===== src/design/pgg_pkg.sv =====
`default_nettype none
// ----------------------------------------------------------------------------
// pgg_pkg: shared types and constants
// Payload structs, sequencer states, register indexes and CORDIC helpers.
// ----------------------------------------------------------------------------
package pgg_pkg;

  typedef struct packed {
    logic               opcode;
    logic [31:0]        time_ms;
    logic signed [31:0] pose_x;
    logic signed [31:0] pose_y;
    logic signed [15:0] pose_heading;
    logic               loc_mode;
    logic               loc_matched;
    logic [7:0]         loss_cnt;
  } in_item_t;

  typedef struct packed {
    logic [8:0]         start_cell_x;
    logic [8:0]         start_cell_y;
    logic [8:0]         goal_cell_x;
    logic [8:0]         goal_cell_y;
    logic signed [31:0] goal_world_x;
    logic signed [31:0] goal_world_y;
    logic signed [15:0] goal_heading;
    logic               goal_absolute;
  } out_item_t;

  typedef enum logic [1:0] {
    ST_IDLE,
    ST_CORDIC,
    ST_MUL,
    ST_OUT
  } state_t;

  typedef enum logic [3:0] {
    CFG_CPM    = 4'd0,
    CFG_ORG_X  = 4'd1,
    CFG_ORG_Y  = 4'd2,
    CFG_GOAL_X = 4'd3,
    CFG_GOAL_Y = 4'd4,
    CFG_ABS_H  = 4'd5,
    CFG_MODE   = 4'd6,
    CFG_INTVL  = 4'd7
  } cfg_idx_t;

  // Multiply operations run by the sequencer, in order.
  typedef enum logic [2:0] {
    OP_CF  = 3'd0,
    OP_SL  = 3'd1,
    OP_SF  = 3'd2,
    OP_CL  = 3'd3,
    OP_SX  = 3'd4,
    OP_SY  = 3'd5,
    OP_GX  = 3'd6,
    OP_GY  = 3'd7
  } mul_op_t;

  localparam int MODE_ABS    = 0;
  localparam int MODE_ONCE   = 1;
  localparam int MODE_LATCH  = 2;
  localparam int MODE_LOCREQ = 3;

  localparam int CORDIC_STEPS = 24;
  localparam logic signed [33:0] CORDIC_ONE = 34'sd652032874;
  localparam logic signed [32:0] PHASE_QTR  = 33'sd1073741824;
  localparam logic signed [32:0] PHASE_HALF = 33'sd2147483648;

  typedef struct packed {
    logic start;
    logic done;
  } cordic_ctl_t;

  function automatic logic signed [32:0] atan_lut(input logic [4:0] idx);
    logic signed [32:0] v;
    unique case (idx)
      5'd0:  v = 33'sd536870912;
      5'd1:  v = 33'sd316933406;
      5'd2:  v = 33'sd167458907;
      5'd3:  v = 33'sd85004756;
      5'd4:  v = 33'sd42667331;
      5'd5:  v = 33'sd21354465;
      5'd6:  v = 33'sd10679838;
      5'd7:  v = 33'sd5340245;
      5'd8:  v = 33'sd2670163;
      5'd9:  v = 33'sd1335087;
      5'd10: v = 33'sd667544;
      5'd11: v = 33'sd333772;
      5'd12: v = 33'sd166886;
      5'd13: v = 33'sd83443;
      5'd14: v = 33'sd41722;
      5'd15: v = 33'sd20861;
      5'd16: v = 33'sd10430;
      5'd17: v = 33'sd5215;
      5'd18: v = 33'sd2608;
      5'd19: v = 33'sd1304;
      5'd20: v = 33'sd652;
      5'd21: v = 33'sd326;
      5'd22: v = 33'sd163;
      5'd23: v = 33'sd81;
      default: v = 33'sd0;
    endcase
    return v;
  endfunction

  function automatic logic signed [31:0] sat32(input logic signed [39:0] v);
    logic signed [31:0] r;
    if (v > 40'sd2147483647) begin
      r = 32'sh7FFFFFFF;
    end else if (v < -40'sd2147483648) begin
      r = 32'sh80000000;
    end else begin
      r = v[31:0];
    end
    return r;
  endfunction

  // Clamps a signed cell index to [0, hi] and keeps the field's nine bits.
  function automatic logic [8:0] clamp_cell(input logic signed [37:0] v,
                                            input logic signed [37:0] hi);
    logic signed [37:0] r;
    if (v < 38'sd0) begin
      r = 38'sd0;
    end else if (v > hi) begin
      r = hi;
    end else begin
      r = v;
    end
    return r[8:0];
  endfunction

endpackage
`default_nettype wire


===== src/design/pgg_mul.sv =====
`default_nettype none
// ----------------------------------------------------------------------------
// pgg_mul: shared signed multiplier
// One 34 by 34 signed product with a registered output.
// ----------------------------------------------------------------------------
module pgg_mul
  import pgg_pkg::*;
(
  input  wire logic               clk,
  input  wire logic signed [33:0] op_a,
  input  wire logic signed [33:0] op_b,
  output      logic signed [67:0] prod
);

  logic signed [67:0] prod_r;

  always_ff @(posedge clk) begin
    prod_r <= op_a * op_b;
  end

  assign prod = prod_r;

endmodule
`default_nettype wire


===== config.mk =====
export PLATFORM = sky130hd
export DESIGN_NAME = pgg_mul
export DESIGN_NICKNAME = d
export VERILOG_FILES = /design/src/design/pgg_pkg.sv /design/src/design/pgg_mul.sv
export SDC_FILE = /design/constraint.sdc
export NUM_CORES = 2
export LEC_CHECK = 0
export ABC_AREA = 1
export BUFFER_PORTS_ARGS = -buffer_cell sky130_fd_sc_hd__buf_2
export CORE_ASPECT_RATIO = 1.2
export CORE_MARGIN = 2
export CORE_UTILIZATION = 40
export DETAILED_ROUTE_END_ITERATION = 16
export SLEW_MARGIN = 5
export SYNTH_ARGS = -nofsm -noshare
export SYNTH_HDL_FRONTEND = slang
export SYNTH_SLANG_ARGS = --single-unit

===== constraint.sdc =====
create_clock -name clk -period 9.3 [get_ports clk]
set_input_delay 0 -clock clk [delete_from_list [all_inputs] [get_ports clk]]
set_output_delay 0 -clock clk [all_outputs]
set_load 0.02 [all_outputs]

Word-level counts from Yosys, hierarchy flattened
Index checks and enable logic that the tools add are counted. W data, S select, Z words.

Output and inout port bits: 68. Input port bits: 69. Word-level logic and storage cells: 2. Flip-flop bits (word level): 68.

Multipliers: 1.

Operators by type and width (number): $mul A34 B34 Y68 (1).

Logic depth before layout (Yosys ltp)
Word-level depth: 1. Gate-level depth with buffers: 35. Mapped depth without buffers: 33.

Least setup slack after synthesis
OpenSTA, ideal clock, no wires.

Kind: input to register. Start: input op_a[33]. End: register prod_r[66], in the netlist prod[66]. Setup slack: 2477 ps. Library setup time: 112 ps. Stages: 24. Arrival time: 6711 ps. Path buffers: 2. Cells stage by stage: clkbuf_1 > clkbuf_1 > nand2_1 > inv_1 > fa_1 > fa_1 > fa_1 > fa_1 > inv_1 > fa_1 > fa_1 > inv_1 > fa_1 > fa_1 > ha_1 > nand2_1 > nor2_1 > inv_1 > nor2_2 > nand2_1 > nor3_1 > nand2_2 > nand3_1 > nand2_1.

Longest elaborated chain between the ends: 1.

RTL lines: start: declaration (RTL line pgg_mul.sv:10) `input wire logic signed [33:0] op_a,`; $mul A34 B34 Y68 (RTL line pgg_mul.sv:18) `prod_r <= op_a * op_b;`; end signal: assignment (RTL line pgg_mul.sv:18); end: declaration (RTL line pgg_mul.sv:15) `logic signed [67:0] prod_r;`.

No other way between the ends.

Worst setup path in the final report
Ends and elaborated chain as after synthesis.

==> flow_summary.json <==
{
  "start_util": 0.404,
  "chipWidth_um": 314,
  "arrival_ps": 7830,
  "htreeDepth": 3,
  "nNetsFinal": 7396,
  "syn_area_sq_mm": 0.0462,
  "tightest_slew_ps": 1200,
  "fin_ws_ps": 1720,
  "viasPerCell": 4.77,
  "finalSetupViolCount": 0,
  "ys_ff_latch": 68,
  "grt_max_degree": 36,
  "clkTransAtPathRegs_ps": 80,
  "first_iter_violations": 2084,
  "timing.final.crit_period_ps": 7580,
  "numCtsBuffers": 9,
  "crit_path_end_kind": "flop",
  "wl_per_cell_um": 18.4,
  "final_common_cell": "inv_1",
  "grt_pass1_vias": 38700,
  "netlist_instances": 5972,
  "area_growth_pct": 4.64,
  "maxCapViolCount": 0,
  "rows": 136,
  "ctsRootBufferMaster": "clkbuf_16",
  "final_cell_mix": "2116 x inv_1, 1661 x nand2_1, 1241 x fa_1",
  "grt_pass1_wl_mm": 218,
  "drv_slew": 0,
  "hold_viol_final": 0,
  "syn_nets": 7486,
  "postCtsSetupBuffers": 0,
  "largest_reg_flops": 68,
  "ys_types": 32,
  "overflow": 0,
  "firstDrtPassIters": 6,
  "place.gp.congestion": 0.965,
  "die_area_sq_mm": 0.118,
  "cts_tree": "yes",
  "final_area_sq_mm": 0.0484,
  "core_area_sq_mm": 0.115,
  "hp-class": "in -> reg",
  "ctsHoldBuffers": 0,
  "crit_required_ps": 9550,
  "wl_mm": 136,
  "tns_ps": 0,
  "antenna_found_initial": 10,
  "cts.repair.resized": 0,
  "clk_path_buf_depth": 2,
  "port_buffers": 136,
  "crit_type": "in -> reg",
  "drive_gt1_frac": 0.0420,
  "slew_headroom": 0.200,
  "hold_slack_ps": 268,
  "dpl-instance-area_sq_mm": 0.0480,
  "ys_seq_area_frac": 0.0295,
  "start_kind": "primary input",
  "rsz0062_at_grt": "no",
  "drc": 0,
  "ys_warn_count": 0,
  "status": "finished, final reports clean",
  "vias": 35400,
  "synth_area_per_cell_sq_um": 7.74,
  "grt.total_usage": 0.239,
  "ios": 137,
  "cts_sinks": 68,
  "place_worst_setup_slack_ps": 1370,
  "fin_crit_sh": 0.815,
  "chipHeight_um": 376,
  "crit_fanout": 34,
  "max_freq_ghz": 0.132,
  "drtAntennaViolNets": 0,
  "place_hpwl_mm": 115
}
cell families (layout without fill, tap and decap cells):
logic type | after synthesis | count (layout) | synth area share
other | 0 | 6 | 0
AOI/OAI and AO/OA | 95 | 95 | 0.0113
and+or+nand+nor | 1939 | 1939 | 0.166
DFF | 68 | 68 | 0.0295
adders and majority gates | 1445 | 1445 | 0.593
buffers and inverters | 2390 | 2305 | 0.194
xor gates and xnor gates | 35 | 35 | 0.00663
metrics by stage:
stage           util  cells
3_5_place_dp   0.420   7389
2_1_floorplan      -   5972
6_report       0.422   7411
3_3_place_gp   0.420   7389
4_1_cts        0.422   7405
5_1_grt        0.422   7407
critical path, stage by stage:
cell and delay (ps):
buf_2 520, nand2_1 210, inv_1 170, fa_1 500, fa_1 630, fa_1 670
fa_1 1330, inv_1 160, fa_1 460, fa_1 540, inv_1 60, fa_1 550
fa_1 420, ha_1 460, nand2_1 140, nor2_1 160, inv_1 90, nor2_2 160
nand2_1 100, nor3_1 230, nand2_2 90, nand3_1 80, nand2_1 50
area by class of cell:
type                    count  area [sq um]
fillers                 11700         66200
multi-input cells        3514         35900
inverters                2119          7950
well taps                1518          1900
flip-flops and latches     68          1360
repair buffers            170           936
clock buffers              10           239
clock inverters             6          71.3
diodes                      6          15.0
per-layer routing:
| layer | wire length [um] | track usage | share of wire |
|---|---|---|---|
| met5 | 40 | 0 | 0.00029 |
| met4 | 4610 | 0.0699 | 0.034 |
| met3 | 7520 | 0.0238 | 0.055 |
| met2 | 71700 | 0.438 | 0.53 |
| met1 | 52200 | 0.297 | 0.38 |
final timing paths:
check,startpoint,end,slack [ps],depth (start not counted)
hold / removal,op_b[0],prod[0],270,3
setup / recovery,op_a[33],prod[66],1720,23
synthesized netlist by cell type:
master	n	area [sq um]
a21oi_2	4	35.0
xor2_1	33	289
inv_1	2116	7940
clkbuf_1	269	1010
nand2_2	20	125
fa_1	1241	24800
inv_2	3	11.3
nand2b_1	1	6.26
nor3_4	2	32.5
nand4_1	19	119
ha_1	204	2550
o21a_1	1	7.51
nor2_1	115	432
or2_2	8	50.1
nor4_2	1	12.5
buf_1	2	7.51
a21o_1	1	7.51
dfxtp_1	68	1360
nand3_2	7	70.1
nand3b_1	3	22.5
nor3_2	5	50.1
xnor2_1	2	17.5
nor3_1	15	75.1
o21bai_1	11	82.6
nand2_4	2	22.5
nand2_1	1661	6230
a21oi_1	59	295
o21ai_0	18	90.1
and2_1	1	6.26
nand3_1	70	350
nor2_2	9	56.3
o21ai_1	1	5.00
Power is left out: the tool's default activity adds up to more than one toggle a clock period on the data nets, which glitch-free logic cannot reach.
